$ cat src/sv/evpms_pkg.sv
// Types and constants shared by the powertrain mode sequencer files.
// No dependencies.
package evpms_pkg;

  localparam int unsigned SMP_W    = 12;  // brake and pedal sample field width
  localparam int unsigned DUTY_W   = 16;
  localparam int unsigned MODE_W   = 3;
  localparam int unsigned LAT_W    = 6;
  localparam int unsigned CFG_IDX_W = 3;
  localparam int unsigned CFG_DAT_W = 16;

  // Reciprocal scaling of pedal * full_scale by (2^SAMPLE_BITS - 1)
  localparam int unsigned X_W         = SMP_W + DUTY_W;
  localparam int unsigned RECIP_SHIFT = X_W + 1;
  localparam int unsigned RECIP_W     = 22;
  localparam int unsigned PROD_W      = X_W + RECIP_W;

  // Configuration register indexes
  localparam logic [CFG_IDX_W-1:0] CFG_BRAKE_THR = 3'd0;
  localparam logic [CFG_IDX_W-1:0] CFG_PWM_FS    = 3'd1;
  localparam logic [CFG_IDX_W-1:0] CFG_RTD_HOLD  = 3'd2;
  localparam logic [CFG_IDX_W-1:0] CFG_SOUND     = 3'd3;
  localparam logic [CFG_IDX_W-1:0] CFG_DEBOUNCE  = 3'd4;
  localparam logic [CFG_IDX_W-1:0] CFG_SETTLE    = 3'd5;

  localparam logic [SMP_W-1:0]  BRAKE_THR_RST = 12'd1000;
  localparam logic [DUTY_W-1:0] PWM_FS_RST    = 16'd1000;
  localparam logic [15:0]       RTD_HOLD_RST  = 16'd3000;
  localparam logic [15:0]       SOUND_RST     = 16'd3000;
  localparam logic [15:0]       DEBOUNCE_RST  = 16'd50;
  localparam logic [15:0]       SETTLE_RST    = 16'd50;

  // Mode codes reported in the result
  localparam logic [MODE_W-1:0] MODE_IDLE      = 3'd0;
  localparam logic [MODE_W-1:0] MODE_PRECHARGE = 3'd1;
  localparam logic [MODE_W-1:0] MODE_NEUTRAL   = 3'd2;
  localparam logic [MODE_W-1:0] MODE_DRIVE     = 3'd3;
  localparam logic [MODE_W-1:0] MODE_DISCHARGE = 3'd4;
  localparam logic [MODE_W-1:0] MODE_FAULT     = 3'd5;

  // Relay latch bit positions
  localparam int unsigned LAT_SHUT = 0;
  localparam int unsigned LAT_PRE  = 1;
  localparam int unsigned LAT_AIR  = 2;
  localparam int unsigned LAT_INV  = 3;
  localparam int unsigned LAT_DRV  = 4;
  localparam int unsigned LAT_BUZ  = 5;

  typedef struct packed {
    logic             start_button;
    logic             ready_button;
    logic             precharge_feedback;
    logic             air_feedback;
    logic             dc_link_charged;
    logic             dc_link_discharged;
    logic [SMP_W-1:0] brake_angle;
    logic [SMP_W-1:0] pedal_position;
  } req_t;

  typedef struct packed {
    logic              shutdown_relay;
    logic              precharge_relay;
    logic              air_relay;
    logic              inverter_enable;
    logic              drive_enable;
    logic              buzzer;
    logic [DUTY_W-1:0] pwm_duty;
    logic [MODE_W-1:0] mode;
  } res_t;

  typedef struct packed {
    logic [SMP_W-1:0] brake_threshold;
    logic [15:0]      rtd_hold_ticks;
    logic [15:0]      sound_ticks;
    logic [15:0]      debounce_ticks;
    logic [15:0]      settle_ticks;
  } cfg_t;

  // Sequencer outcome for one request
  typedef struct packed {
    logic [LAT_W-1:0]  lat;
    logic [MODE_W-1:0] mode;
    logic              duty_ld;
    logic              duty_clr;
  } stat_t;

endpackage

$ cat src/sv/evpms_if.sv
// Valid/ready channels for requests and results of the mode sequencer.
// Depends on evpms_pkg.
interface evpms_req_if;
  logic              valid;
  logic              ready;
  evpms_pkg::req_t   data;
  modport source(output valid, output data, input ready);
  modport sink(input valid, input data, output ready);
endinterface

interface evpms_res_if;
  logic              valid;
  logic              ready;
  evpms_pkg::res_t   data;
  modport source(output valid, output data, input ready);
  modport sink(input valid, input data, output ready);
endinterface

$ cat src/sv/evpms_ctrl.sv
// Mode and wait sequencing: mode, phase, tick counter and relay latches.
// Depends on evpms_pkg.
module evpms_ctrl (
  input  logic             clk_i,
  input  logic             rst_ni,
  input  logic             step_i,
  input  evpms_pkg::req_t  req_i,
  input  evpms_pkg::cfg_t  cfg_i,
  output evpms_pkg::stat_t stat_o
);

  localparam logic [2:0] M_IDLE  = evpms_pkg::MODE_IDLE;
  localparam logic [2:0] M_PRE   = evpms_pkg::MODE_PRECHARGE;
  localparam logic [2:0] M_NEU   = evpms_pkg::MODE_NEUTRAL;
  localparam logic [2:0] M_DRV   = evpms_pkg::MODE_DRIVE;
  localparam logic [2:0] M_DIS   = evpms_pkg::MODE_DISCHARGE;
  localparam logic [2:0] M_FAULT = evpms_pkg::MODE_FAULT;

  localparam logic [2:0] PH_NONE   = 3'd0;
  localparam logic [2:0] PH_SETTLE = 3'd1;
  localparam logic [2:0] PH_REL    = 3'd2;
  localparam logic [2:0] PH_DEB    = 3'd3;
  localparam logic [2:0] PH_HOLD   = 3'd4;
  localparam logic [2:0] PH_SOUND  = 3'd5;
  localparam logic [2:0] PH_RREL   = 3'd6;
  localparam logic [2:0] PH_RDEB   = 3'd7;

  logic [2:0]                      mode_q, mode_d;
  logic [2:0]                      phase_q, phase_d;
  logic [15:0]                     cnt_q, cnt_d;
  logic [evpms_pkg::LAT_W-1:0]     lat_q, lat_d;
  logic [15:0]                     cnt_inc;
  logic                            rtd_ok;
  logic                            enter;
  logic [2:0]                      enter_m;
  logic                            duty_ld, duty_clr;

  assign cnt_inc = (cnt_q != 16'hFFFF) ? cnt_q + 16'd1 : cnt_q;
  assign rtd_ok  = req_i.ready_button && (req_i.brake_angle > cfg_i.brake_threshold);

  always_comb begin
    mode_d   = mode_q;
    phase_d  = phase_q;
    cnt_d    = cnt_q;
    lat_d    = lat_q;
    duty_ld  = 1'b0;
    duty_clr = 1'b0;
    enter    = 1'b0;
    enter_m  = M_IDLE;
    if (mode_q <= M_DIS) begin
      case (phase_q)
        PH_SETTLE: begin
          cnt_d = cnt_inc;
          if (cnt_inc >= cfg_i.settle_ticks) phase_d = PH_NONE;
        end
        PH_REL: begin
          if (!req_i.start_button) begin
            phase_d = PH_DEB;
            cnt_d   = '0;
          end
        end
        PH_DEB: begin
          cnt_d = cnt_inc;
          if (cnt_inc >= cfg_i.debounce_ticks) begin
            enter   = 1'b1;
            enter_m = (mode_q == M_IDLE) ? M_PRE : M_DIS;
          end
        end
        PH_HOLD: begin
          if (!rtd_ok) begin
            phase_d = PH_NONE;
          end else begin
            cnt_d = cnt_inc;
            if (cnt_inc >= cfg_i.rtd_hold_ticks) begin
              lat_d[evpms_pkg::LAT_BUZ] = 1'b1;
              phase_d = PH_SOUND;
              cnt_d   = '0;
            end
          end
        end
        PH_SOUND: begin
          cnt_d = cnt_inc;
          if (cnt_inc >= cfg_i.sound_ticks) begin
            lat_d[evpms_pkg::LAT_BUZ] = 1'b0;
            phase_d = PH_RREL;
          end
        end
        PH_RREL: begin
          if (!req_i.ready_button) begin
            phase_d = PH_RDEB;
            cnt_d   = '0;
          end
        end
        PH_RDEB: begin
          cnt_d = cnt_inc;
          if (cnt_inc >= cfg_i.debounce_ticks) begin
            enter   = 1'b1;
            enter_m = M_DRV;
          end
        end
        default: begin
          phase_d = PH_NONE;
          case (mode_q)
            M_IDLE: begin
              lat_d[evpms_pkg::LAT_SHUT] = 1'b1;
              if (req_i.start_button) phase_d = PH_REL;
            end
            M_PRE: begin
              if (!req_i.precharge_feedback) begin
                mode_d = M_FAULT;
                lat_d[evpms_pkg::LAT_SHUT] = 1'b1;
              end else if (req_i.dc_link_charged) begin
                enter   = 1'b1;
                enter_m = M_NEU;
              end
            end
            M_NEU: begin
              if (req_i.precharge_feedback || !req_i.air_feedback) begin
                mode_d = M_FAULT;
                lat_d[evpms_pkg::LAT_SHUT] = 1'b1;
              end else if (req_i.start_button) begin
                phase_d = PH_REL;
              end else if (rtd_ok) begin
                phase_d = PH_HOLD;
                cnt_d   = '0;
              end
            end
            M_DRV: begin
              lat_d[evpms_pkg::LAT_INV] = 1'b1;
              lat_d[evpms_pkg::LAT_DRV] = 1'b1;
              duty_ld = 1'b1;
              if (req_i.start_button) phase_d = PH_REL;
            end
            default: begin
              // discharge
              if (req_i.air_feedback) begin
                mode_d = M_FAULT;
                lat_d[evpms_pkg::LAT_SHUT] = 1'b1;
              end else if (req_i.dc_link_discharged) begin
                enter   = 1'b1;
                enter_m = M_IDLE;
              end
            end
          endcase
        end
      endcase

      if (enter) begin
        mode_d  = enter_m;
        phase_d = PH_NONE;
        cnt_d   = '0;
        case (enter_m)
          M_PRE: begin
            lat_d[evpms_pkg::LAT_PRE] = 1'b1;
            phase_d = PH_SETTLE;
          end
          M_NEU: begin
            lat_d[evpms_pkg::LAT_PRE] = 1'b0;
            lat_d[evpms_pkg::LAT_AIR] = 1'b1;
            phase_d = PH_SETTLE;
          end
          M_DIS: begin
            lat_d[evpms_pkg::LAT_SHUT] = 1'b0;
            lat_d[evpms_pkg::LAT_INV]  = 1'b0;
            lat_d[evpms_pkg::LAT_DRV]  = 1'b0;
            lat_d[evpms_pkg::LAT_AIR]  = 1'b0;
            duty_clr = 1'b1;
            phase_d  = PH_SETTLE;
          end
          default: begin
            phase_d = PH_NONE;
          end
        endcase
      end
    end
  end

  always_ff @(posedge clk_i or negedge rst_ni) begin
    if (!rst_ni) begin
      mode_q  <= M_IDLE;
      phase_q <= PH_NONE;
      cnt_q   <= '0;
      lat_q   <= '0;
    end else if (step_i) begin
      mode_q  <= mode_d;
      phase_q <= phase_d;
      cnt_q   <= cnt_d;
      lat_q   <= lat_d;
    end
  end

  assign stat_o.lat      = lat_d;
  assign stat_o.mode     = mode_d;
  assign stat_o.duty_ld  = duty_ld;
  assign stat_o.duty_clr = duty_clr;

endmodule

$ cat src/sv/evpms_scale.sv
// Divide of pedal * full_scale by (2^SAMPLE_BITS - 1): reciprocal multiply into a
// register, then a one-step remainder correction. Depends on evpms_pkg.
module evpms_scale #(
  parameter int unsigned SAMPLE_BITS = 12
) (
  input  logic                          clk_i,
  input  logic                          ld_i,
  input  logic [evpms_pkg::X_W-1:0]     x_i,
  output logic [evpms_pkg::DUTY_W-1:0]  q_o
);

  localparam int unsigned     RW     = 33;
  localparam longint unsigned DIV    = (64'd1 << SAMPLE_BITS) - 64'd1;
  localparam logic [evpms_pkg::RECIP_W-1:0] RECIP =
    evpms_pkg::RECIP_W'((64'd1 << evpms_pkg::RECIP_SHIFT) / DIV);
  localparam logic [RW-1:0]   DIV_R  = RW'(DIV);

  logic [evpms_pkg::PROD_W-1:0] prod_q;
  logic [evpms_pkg::X_W-1:0]    x_q;
  logic [evpms_pkg::DUTY_W-1:0] q0;
  logic [RW-1:0]                qd;
  logic [RW-1:0]                rem;

  always_ff @(posedge clk_i) begin
    if (ld_i) begin
      prod_q <= evpms_pkg::PROD_W'(x_i) * evpms_pkg::PROD_W'(RECIP);
      x_q    <= x_i;
    end
  end

  // estimate is exact or one low
  assign q0  = prod_q[evpms_pkg::RECIP_SHIFT +: evpms_pkg::DUTY_W];
  assign qd  = (RW'(q0) << SAMPLE_BITS) - RW'(q0);
  assign rem = RW'(x_q) - qd;
  assign q_o = q0 + evpms_pkg::DUTY_W'(rem >= DIV_R);

endmodule

$ cat src/sv/ev_powertrain_mode_sequencer_unit.sv
// Powertrain mode sequencer: one request per 1 ms tick, one result per request, in order.
// Takes a request every clock cycle unless results stall; each result goes through the
// input register, sequencer update with pedal multiply, reciprocal multiply and duty
// correction into the output register. Configuration is to be written only while no request
// is in flight (unenforced). Depends on evpms_pkg, evpms_if, evpms_ctrl and evpms_scale.
module ev_powertrain_mode_sequencer_unit #(
  parameter int unsigned SAMPLE_BITS = 12
) (
  input  logic                                 clk_i,
  input  logic                                 rst_ni,
  evpms_req_if.sink                            req_i,
  evpms_res_if.source                          res_o,
  input  logic                                 cfg_we_i,
  input  logic [evpms_pkg::CFG_IDX_W-1:0]      cfg_idx_i,
  input  logic [evpms_pkg::CFG_DAT_W-1:0]      cfg_data_i
);

  localparam logic [evpms_pkg::SMP_W-1:0] SMP_MASK =
    (SAMPLE_BITS >= evpms_pkg::SMP_W) ? {evpms_pkg::SMP_W{1'b1}}
                                      : evpms_pkg::SMP_W'((64'd1 << SAMPLE_BITS) - 64'd1);

  // configuration
  logic [evpms_pkg::SMP_W-1:0]  brake_thr_q;
  logic [evpms_pkg::DUTY_W-1:0] pwm_fs_q;
  logic [15:0]                  rtd_hold_q, sound_q, debounce_q, settle_q;
  evpms_pkg::cfg_t              cfg;

  always_ff @(posedge clk_i or negedge rst_ni) begin
    if (!rst_ni) begin
      brake_thr_q <= evpms_pkg::BRAKE_THR_RST;
      pwm_fs_q    <= evpms_pkg::PWM_FS_RST;
      rtd_hold_q  <= evpms_pkg::RTD_HOLD_RST;
      sound_q     <= evpms_pkg::SOUND_RST;
      debounce_q  <= evpms_pkg::DEBOUNCE_RST;
      settle_q    <= evpms_pkg::SETTLE_RST;
    end else if (cfg_we_i) begin
      case (cfg_idx_i)
        evpms_pkg::CFG_BRAKE_THR: brake_thr_q <= cfg_data_i[evpms_pkg::SMP_W-1:0];
        evpms_pkg::CFG_PWM_FS:    pwm_fs_q    <= cfg_data_i;
        evpms_pkg::CFG_RTD_HOLD:  rtd_hold_q  <= cfg_data_i;
        evpms_pkg::CFG_SOUND:     sound_q     <= cfg_data_i;
        evpms_pkg::CFG_DEBOUNCE:  debounce_q  <= cfg_data_i;
        evpms_pkg::CFG_SETTLE:    settle_q    <= cfg_data_i;
        default: begin
        end
      endcase
    end
  end

  assign cfg.brake_threshold = brake_thr_q;
  assign cfg.rtd_hold_ticks  = rtd_hold_q;
  assign cfg.sound_ticks     = sound_q;
  assign cfg.debounce_ticks  = debounce_q;
  assign cfg.settle_ticks    = settle_q;

  // pipeline occupancy and advance
  logic v1_q, v2_q, v3_q, v4_q;
  logic adv1, adv2, adv3, adv4;

  assign adv4 = !v4_q || res_o.ready;
  assign adv3 = !v3_q || adv4;
  assign adv2 = !v2_q || adv3;
  assign adv1 = !v1_q || adv2;
  assign req_i.ready = adv1;

  always_ff @(posedge clk_i or negedge rst_ni) begin
    if (!rst_ni) begin
      v1_q <= 1'b0;
      v2_q <= 1'b0;
      v3_q <= 1'b0;
      v4_q <= 1'b0;
    end else begin
      if (adv1) v1_q <= req_i.valid;
      if (adv2) v2_q <= v1_q;
      if (adv3) v3_q <= v2_q;
      if (adv4) v4_q <= v3_q;
    end
  end

  // stage 1: input register
  evpms_pkg::req_t req1_q;
  evpms_pkg::req_t req1_m;

  always_ff @(posedge clk_i) begin
    if (adv1 && req_i.valid) req1_q <= req_i.data;
  end

  always_comb begin
    req1_m                = req1_q;
    req1_m.brake_angle    = req1_q.brake_angle & SMP_MASK;
    req1_m.pedal_position = req1_q.pedal_position & SMP_MASK;
  end

  // stage 2: sequencer update and pedal product
  evpms_pkg::stat_t             stat;
  evpms_pkg::stat_t             stat2_q, stat3_q;
  logic [evpms_pkg::X_W-1:0]    x2_q;
  logic                         step2;

  assign step2 = adv2 && v1_q;

  evpms_ctrl u_ctrl (
    .clk_i  (clk_i),
    .rst_ni (rst_ni),
    .step_i (step2),
    .req_i  (req1_m),
    .cfg_i  (cfg),
    .stat_o (stat)
  );

  always_ff @(posedge clk_i) begin
    if (step2) begin
      stat2_q <= stat;
      x2_q    <= evpms_pkg::X_W'(req1_m.pedal_position) * evpms_pkg::X_W'(pwm_fs_q);
    end
  end

  // stage 3: reciprocal multiply
  logic                          step3;
  logic [evpms_pkg::DUTY_W-1:0]  q3;

  assign step3 = adv3 && v2_q;

  evpms_scale #(
    .SAMPLE_BITS (SAMPLE_BITS)
  ) u_scale (
    .clk_i (clk_i),
    .ld_i  (step3),
    .x_i   (x2_q),
    .q_o   (q3)
  );

  always_ff @(posedge clk_i) begin
    if (step3) stat3_q <= stat2_q;
  end

  // stage 4: output register, duty held across requests
  logic                          step4;
  logic [evpms_pkg::LAT_W-1:0]   lat4_q;
  logic [evpms_pkg::MODE_W-1:0]  mode4_q;
  logic [evpms_pkg::DUTY_W-1:0]  duty_q;

  assign step4 = adv4 && v3_q;

  always_ff @(posedge clk_i or negedge rst_ni) begin
    if (!rst_ni) begin
      duty_q <= '0;
    end else if (step4) begin
      if (stat3_q.duty_clr)     duty_q <= '0;
      else if (stat3_q.duty_ld) duty_q <= q3;
    end
  end

  always_ff @(posedge clk_i) begin
    if (step4) begin
      lat4_q  <= stat3_q.lat;
      mode4_q <= stat3_q.mode;
    end
  end

  assign res_o.valid                = v4_q;
  assign res_o.data.shutdown_relay  = lat4_q[evpms_pkg::LAT_SHUT];
  assign res_o.data.precharge_relay = lat4_q[evpms_pkg::LAT_PRE];
  assign res_o.data.air_relay       = lat4_q[evpms_pkg::LAT_AIR];
  assign res_o.data.inverter_enable = lat4_q[evpms_pkg::LAT_INV];
  assign res_o.data.drive_enable    = lat4_q[evpms_pkg::LAT_DRV];
  assign res_o.data.buzzer          = lat4_q[evpms_pkg::LAT_BUZ];
  assign res_o.data.pwm_duty        = duty_q;
  assign res_o.data.mode            = mode4_q;

endmodule
$ cat src/flat_wrapper.sv
// flat-port wrapper written by rule: the top's interface ports become plain ports
module ev_powertrain_mode_sequencer_unit_flat 
#(
  parameter int unsigned SAMPLE_BITS = 12
)
  (clk_i, rst_ni, cfg_we_i, cfg_idx_i, cfg_data_i, req_i_valid, req_i_data, req_i_ready, res_o_valid, res_o_data, res_o_ready);
  evpms_req_if req_i_i ();
  evpms_res_if res_o_i ();
  input  logic clk_i;
  input  logic rst_ni;
  input  logic cfg_we_i;
  input  logic [evpms_pkg::CFG_IDX_W-1:0] cfg_idx_i;
  input  logic [evpms_pkg::CFG_DAT_W-1:0] cfg_data_i;
  input wire logic [$bits(req_i_i.valid)-1:0] req_i_valid;
  input wire logic [$bits(req_i_i.data)-1:0] req_i_data;
  output wire logic [$bits(req_i_i.ready)-1:0] req_i_ready;
  output wire logic [$bits(res_o_i.valid)-1:0] res_o_valid;
  output wire logic [$bits(res_o_i.data)-1:0] res_o_data;
  input wire logic [$bits(res_o_i.ready)-1:0] res_o_ready;
  assign req_i_i.valid = req_i_valid;
  assign req_i_i.data = req_i_data;
  assign req_i_ready = req_i_i.ready;
  assign res_o_valid = res_o_i.valid;
  assign res_o_data = res_o_i.data;
  assign res_o_i.ready = res_o_ready;
  ev_powertrain_mode_sequencer_unit #(.SAMPLE_BITS(SAMPLE_BITS)) u_core (.clk_i(clk_i), .rst_ni(rst_ni), .req_i(req_i_i), .res_o(res_o_i), .cfg_we_i(cfg_we_i), .cfg_idx_i(cfg_idx_i), .cfg_data_i(cfg_data_i));
endmodule
$ cat config.mk
export PLATFORM = sky130hd
export DESIGN_NAME = ev_powertrain_mode_sequencer_unit_flat
export DESIGN_NICKNAME = d
export VERILOG_FILES = /design/src/sv/evpms_pkg.sv /design/src/sv/evpms_if.sv /design/src/sv/evpms_ctrl.sv /design/src/sv/evpms_scale.sv /design/src/sv/ev_powertrain_mode_sequencer_unit.sv /design/src/flat_wrapper.sv
export SDC_FILE = /design/constraint.sdc
export NUM_CORES = 1
export LEC_CHECK = 0
export BUFFER_PORTS_ARGS = -buffer_cell sky130_fd_sc_hd__buf_4
export CAP_MARGIN = 40
export CORE_MARGIN = 10
export CORE_UTILIZATION = 35
export DETAILED_ROUTE_END_ITERATION = 8
export GPL_ROUTABILITY_DRIVEN = 0
export GPL_TIMING_DRIVEN = 0
export PLACE_DENSITY = 0.52
export SLEW_MARGIN = 40
export SYNTH_ARGS = -nofsm -noshare
export SYNTH_HDL_FRONTEND = slang
export SYNTH_SLANG_ARGS = --single-unit
$ cat constraint.sdc
create_clock -name clk_i -period 6.5 [get_ports clk_i]
set_input_delay 0.65 -clock clk_i [delete_from_list [all_inputs] [get_ports clk_i]]
set_output_delay 0.65 -clock clk_i [all_outputs]
set_load 0.01 [all_outputs]
==> results <==
- STA puts the critical path data required time at a little under 7000 ps.
- Across the routed clock network, the largest skew measured is about 20 ps.
- After synthesis, the most frequently instantiated cells are 278 x sky130_fd_sc_hd__nand2_1, 251 x sky130_fd_sc_hd__inv_1, 223 x sky130_fd_sc_hd__ha_1.
- The floorplan step set the die height to about 270 µm.
- Counting flops with an async set or reset pin after synthesis yields a share of 0.513.
- The number of detailed-routing iterations run before antenna repair is 5.
- Setup slack on the worst reg-to-reg path comes out at 290 ps.
- The initial antenna violation count is 0.
- The worst-case reg-to-reg path depth is 20.
- After synthesis, the cell types taking the most area are sky130_fd_sc_hd__edfxtp_1 19%, sky130_fd_sc_hd__fa_1 13%, sky130_fd_sc_hd__ha_1 13%, sky130_fd_sc_hd__dfrtp_1 13%, sky130_fd_sc_hd__nand2_1 4.9%.
- The kind of start point of the critical path is a flip-flop.
- The count of standard-cell rows is 90.
- The first global-routing pass estimated 88.7 mm of wire.
- The core region is roughly 60000 µm².
- The relative area change from synthesis to final layout is 13.5%.
- In this run, the number of DRC markers left after iteration 0 of detailed routing was about 1.0k.
- The total global routing track utilization is 0.155.
- In this run, placement finished with an instance count of roughly 3.0k.
- The number of hold-slack violations in the final timing report came to 0.
- The post-layout net count is between 2k and 3k.
- From left edge to right edge, the die measures 267 µm.
- The root buffer cell is sky130_fd_sc_hd__clkbuf_16.
- The most used flip-flop cell after synthesis is sky130_fd_sc_hd__edfxtp_1.
- Across the run, the number of max-cap violations was 0.
- STA puts the critical path data arrival time at between 6000 and 7000 ps.
- Setup repair after global routing left no endpoint under its margin.
- Fill cells in the final layout number about 6k.
- The remaining global-route overflow is 0.
- The largest total area in the synthesized netlist belongs to sky130_fd_sc_hd__edfxtp_1.
- The level count of the clock H-tree is 2.
- The delay of the slowest critical-path stage is roughly 540 ps.
- The largest net degree at the start of global routing is 73.
- The number of max-slew violations in the final report came to 0.
- The total of endpoints with negative setup slack in the final report is 0.
- The floorplan step defined a die boundary enclosing roughly 70000 µm².
- The average detailed-routed wire length per instance is approximately 18 µm.
- Among all cell types in the netlist, the one instantiated most often is sky130_fd_sc_hd__nand2_1.
- For this run, design rule violations remaining after detail routing come to 0.
- In this run, synthesis produced a sequential element count of about 270.
- The number of warnings reported in the yosys synthesis log is 0.
- The clock-pin slew of the registers on the worst-case setup and hold paths is 60 ps.
- The number of synthesized flops with an enable pin is about 130.
- The critical path goes through buf_2, nand2_1, fa_1, inv_1, fa_1, fa_1, inv_1, fa_1, inv_1, fa_1, ha_1, and3_1, a211oi_1, a21bo_2, o21a_1, a41oi_1, a21oi_1, a21oi_1, o21ai_1, xor2_1.
- The later pin in the worst-skew pair is clocked with a latency of roughly 540 ps.
- The number of global-route vias before repair is between 15k and 20k.
- The worst setup path is of the flip-flop to flip-flop kind.
- In this run the critical register-to-register path is captured at u_core.x2_q[26]$_DFFE_PP_.
- The final layout contains routed wiring with a total length of between 50 and 60 mm.
- The top-area cell type share of the netlist area is 0.186.
- Once detail routing completed, the nets flagged for antenna violations numbered 0.
- The count of unique library cells instantiated by Yosys is about 80.
- A synthesized cell averages around 10 µm².
- The count of cells in the finished layout, fillers not included, comes to 3073.
- Along the worst hold path, the cell count comes to 1.
- The startpoint of the worst register-to-register path is u_core.req1_m[11]$_DFFE_PP_.
- Of the synthesized area, sequential elements account for 0.352.
- The routed design could run at a clock period as short as approximately 6200 ps.
- Pin placement for this block handled between 80 and 90 I/O pins.
- The slew at the pin closest to its max-slew limit is 903 ps.
- The startpoint identified for the worst hold timing path is req_i_data[19].
- For hold timing, the worst endpoint is u_core.req1_m[19]$_DFFE_PP_.
- TritonCTS built the clock tree.
- The ratio of final minimum period to clock period is 0.956.
- Clock tree synthesis inserted a total of 34 buffers.
- The worst hold path belongs to the class primary input to flip-flop.
- The worst hold slack is 294 ps.
- The endpoint kind of the worst setup timing path is a flip-flop.
- The cell count after synthesis is about 2.1k.
- The largest individual stage delay along the critical path comes from the cell sky130_fd_sc_hd__fa_1.
- The worst relative slew slack is 0.393.
- The repair_antennas step left the layout with diodes totalling 0.
- The clock tree buffer depth is 3.
- Port buffering added 80 buffers.
- The flow ran to the end, and the final reports show no timing, DRC or antenna violations.
- The initial utilization of the core area, before any placement, comes to 0.354.
- When the netlist entered floorplanning its net count stood at ~2.6k.
- The area of the mapped netlist is 21400 µm².
- Along the worst path, the maximum fanout reaches 10.
- Detailed placement ended at an HPWL of approximately 44 mm.
- Static timing analysis puts the maximum clock frequency at 0.161 GHz.
- The cell with the most instances on the worst path is sky130_fd_sc_hd__fa_1.
- The number of sinks handled by clock tree synthesis is approximately 270.
- After detailed routing, the number of vias per cell comes to a little over 5.
- Of the cells placed in the final design, the portion with a size suffix greater than 1 is 0.123.
- The via count is 15.7k.
-- registers in the layout, indices dropped and copies added (netlist names), 3 cells and up --
signal and count:
u_core.brake_thr_q 12, u_core.debounce_q 16, u_core.duty_q 16, u_core.lat4_q 6
u_core.mode4_q 3, u_core.pwm_fs_q 16, u_core.req1_m 30, u_core.rtd_hold_q 16
u_core.settle_q 16, u_core.sound_q 16, u_core.stat2_q 11, u_core.stat3_q 11
u_core.u_ctrl.cnt_q 16, u_core.u_ctrl.lat_q 6, u_core.u_ctrl.mode_q 3, u_core.u_ctrl.phase_q 3
u_core.u_scale.prod_q 16, u_core.u_scale.x_q 28, u_core.x2_q 28
-- through the flow --
stage | setup WS [ps] | utilization | area [µm²] | setup TNS (ps)
global route | 0.248 | 0.402 | 24300 | 0
finish | 289 | 0.402 | 24300 | 0
CTS | 36.7 | 0.401 | 24200 | 0
global placement | 27.6 | 0.380 | 23000 | 0
floorplan | 758 | - | 21400 | 0
detailed placement | -43.0 | 0.382 | 23100 | -132
-- cell usage in the layout (no fill, tap or decap), drive strengths merged, types with 16 or more instances in the layout --
| master | netlist | layout |
|---|---|---|
| a21o | 31 | 31 |
| a21oi | 101 | 101 |
| a31oi | 24 | 24 |
| and2 | 73 | 73 |
| and3 | 21 | 21 |
| buf | 5 | 100 |
| clkbuf | 69 | 101 |
| dfrtp | 108 | 108 |
| dfstp | 32 | 32 |
| edfxtp | 133 | 133 |
| fa | 141 | 141 |
| ha | 223 | 223 |
| inv | 254 | 255 |
| mux2 | 55 | 55 |
| nand2 | 278 | 278 |
| nand2b | 23 | 23 |
| nand3 | 44 | 44 |
| nand4 | 18 | 18 |
| nor2 | 85 | 85 |
| nor3 | 34 | 34 |
| o21a | 16 | 16 |
| o21ai | 109 | 109 |
| xnor2 | 63 | 63 |
| xor2 | 37 | 37 |
-- worst max path at each step --
| stage | startpoint | endpoint | slack (ps) | cells past startpoint |
|---|---|---|---|---|
| 2_1_floorplan | u_core.pwm_fs_q[5]$_DFFE_PN1P_ | u_core.x2_q[26]$_DFFE_PP_ | 760 | 20 |
| 3_3_place_gp | u_core.u_scale.prod_q[30]$_DFFE_PP_ | u_core.duty_q[15]$_DFFE_PN0P_ | 30 | 29 |
| 3_5_place_dp | u_core.u_scale.prod_q[30]$_DFFE_PP_ | u_core.duty_q[15]$_DFFE_PN0P_ | -40 | 29 |
| 4_1_cts | u_core.pwm_fs_q[1]$_DFFE_PN0P_ | u_core.x2_q[27]$_DFFE_PP_ | 40 | 20 |
| 5_1_grt | u_core.u_scale.prod_q[30]$_DFFE_PP_ | u_core.duty_q[14]$_DFFE_PN0P_ | 0.2 | 25 |
| 6_report | u_core.req1_m[11]$_DFFE_PP_ | u_core.x2_q[26]$_DFFE_PP_ | 290 | 20 |
-- final cells by class --
class	count	area, µm²	area share
inverter	254	953	0.0392
sequential	273	7540	0.310
clock inverter	18	160	0.00659
clock buffer	43	926	0.0381
buffer	67	287	0.0118
timing repair buffer	92	766	0.0315
multi-input combinational	1544	12700	0.523
tap	782	978	0.0402
-- layer usage --
metal,routed length [µm],track usage,vias to the layer above
met2,24600,0.244,358
met1,26000,0.213,7688
li1,-,-,7571
met5,0,0,-
met4,1570,0.0516,0
met3,2610,0.0250,89
-- critical path: cells and delay by family, from the launching register on --
kind / cells / cell delay [ps]
adder cells (fa/ha/maj): 6 / 3060
XOR/XNOR: 1 / 150
AND/OR/NAND/NOR: 2 / 330
flip-flops: 1 / 500
AO/OA/AOI/OAI: 7 / 1440
buffers and inverters: 4 / 460
-- kinds of logic (layout without fill, tap and decap cells) --
family / count (synthesis) / in the layout / synth area share
simple gates: 637 / 637 / 0.143
compound gates: 380 / 380 / 0.112
fa+ha+maj: 364 / 364 / 0.262
buf+inv: 328 / 474 / 0.0582
flops: 273 / 273 / 0.352
xor+xnor: 100 / 100 / 0.0409
mux: 63 / 63 / 0.0327
-- repair_timing --
action	in CTS	in global routing
hold buffers	1	0
pin swaps	0	1
resized for setup	2	38
endpoints found under the setup margin	4	14
endpoints found under the hold margin	9	0
buffers inserted	0	7
Power is not shown: default switching activity piles up to over one toggle a cycle in this logic, so the estimate is an artifact.
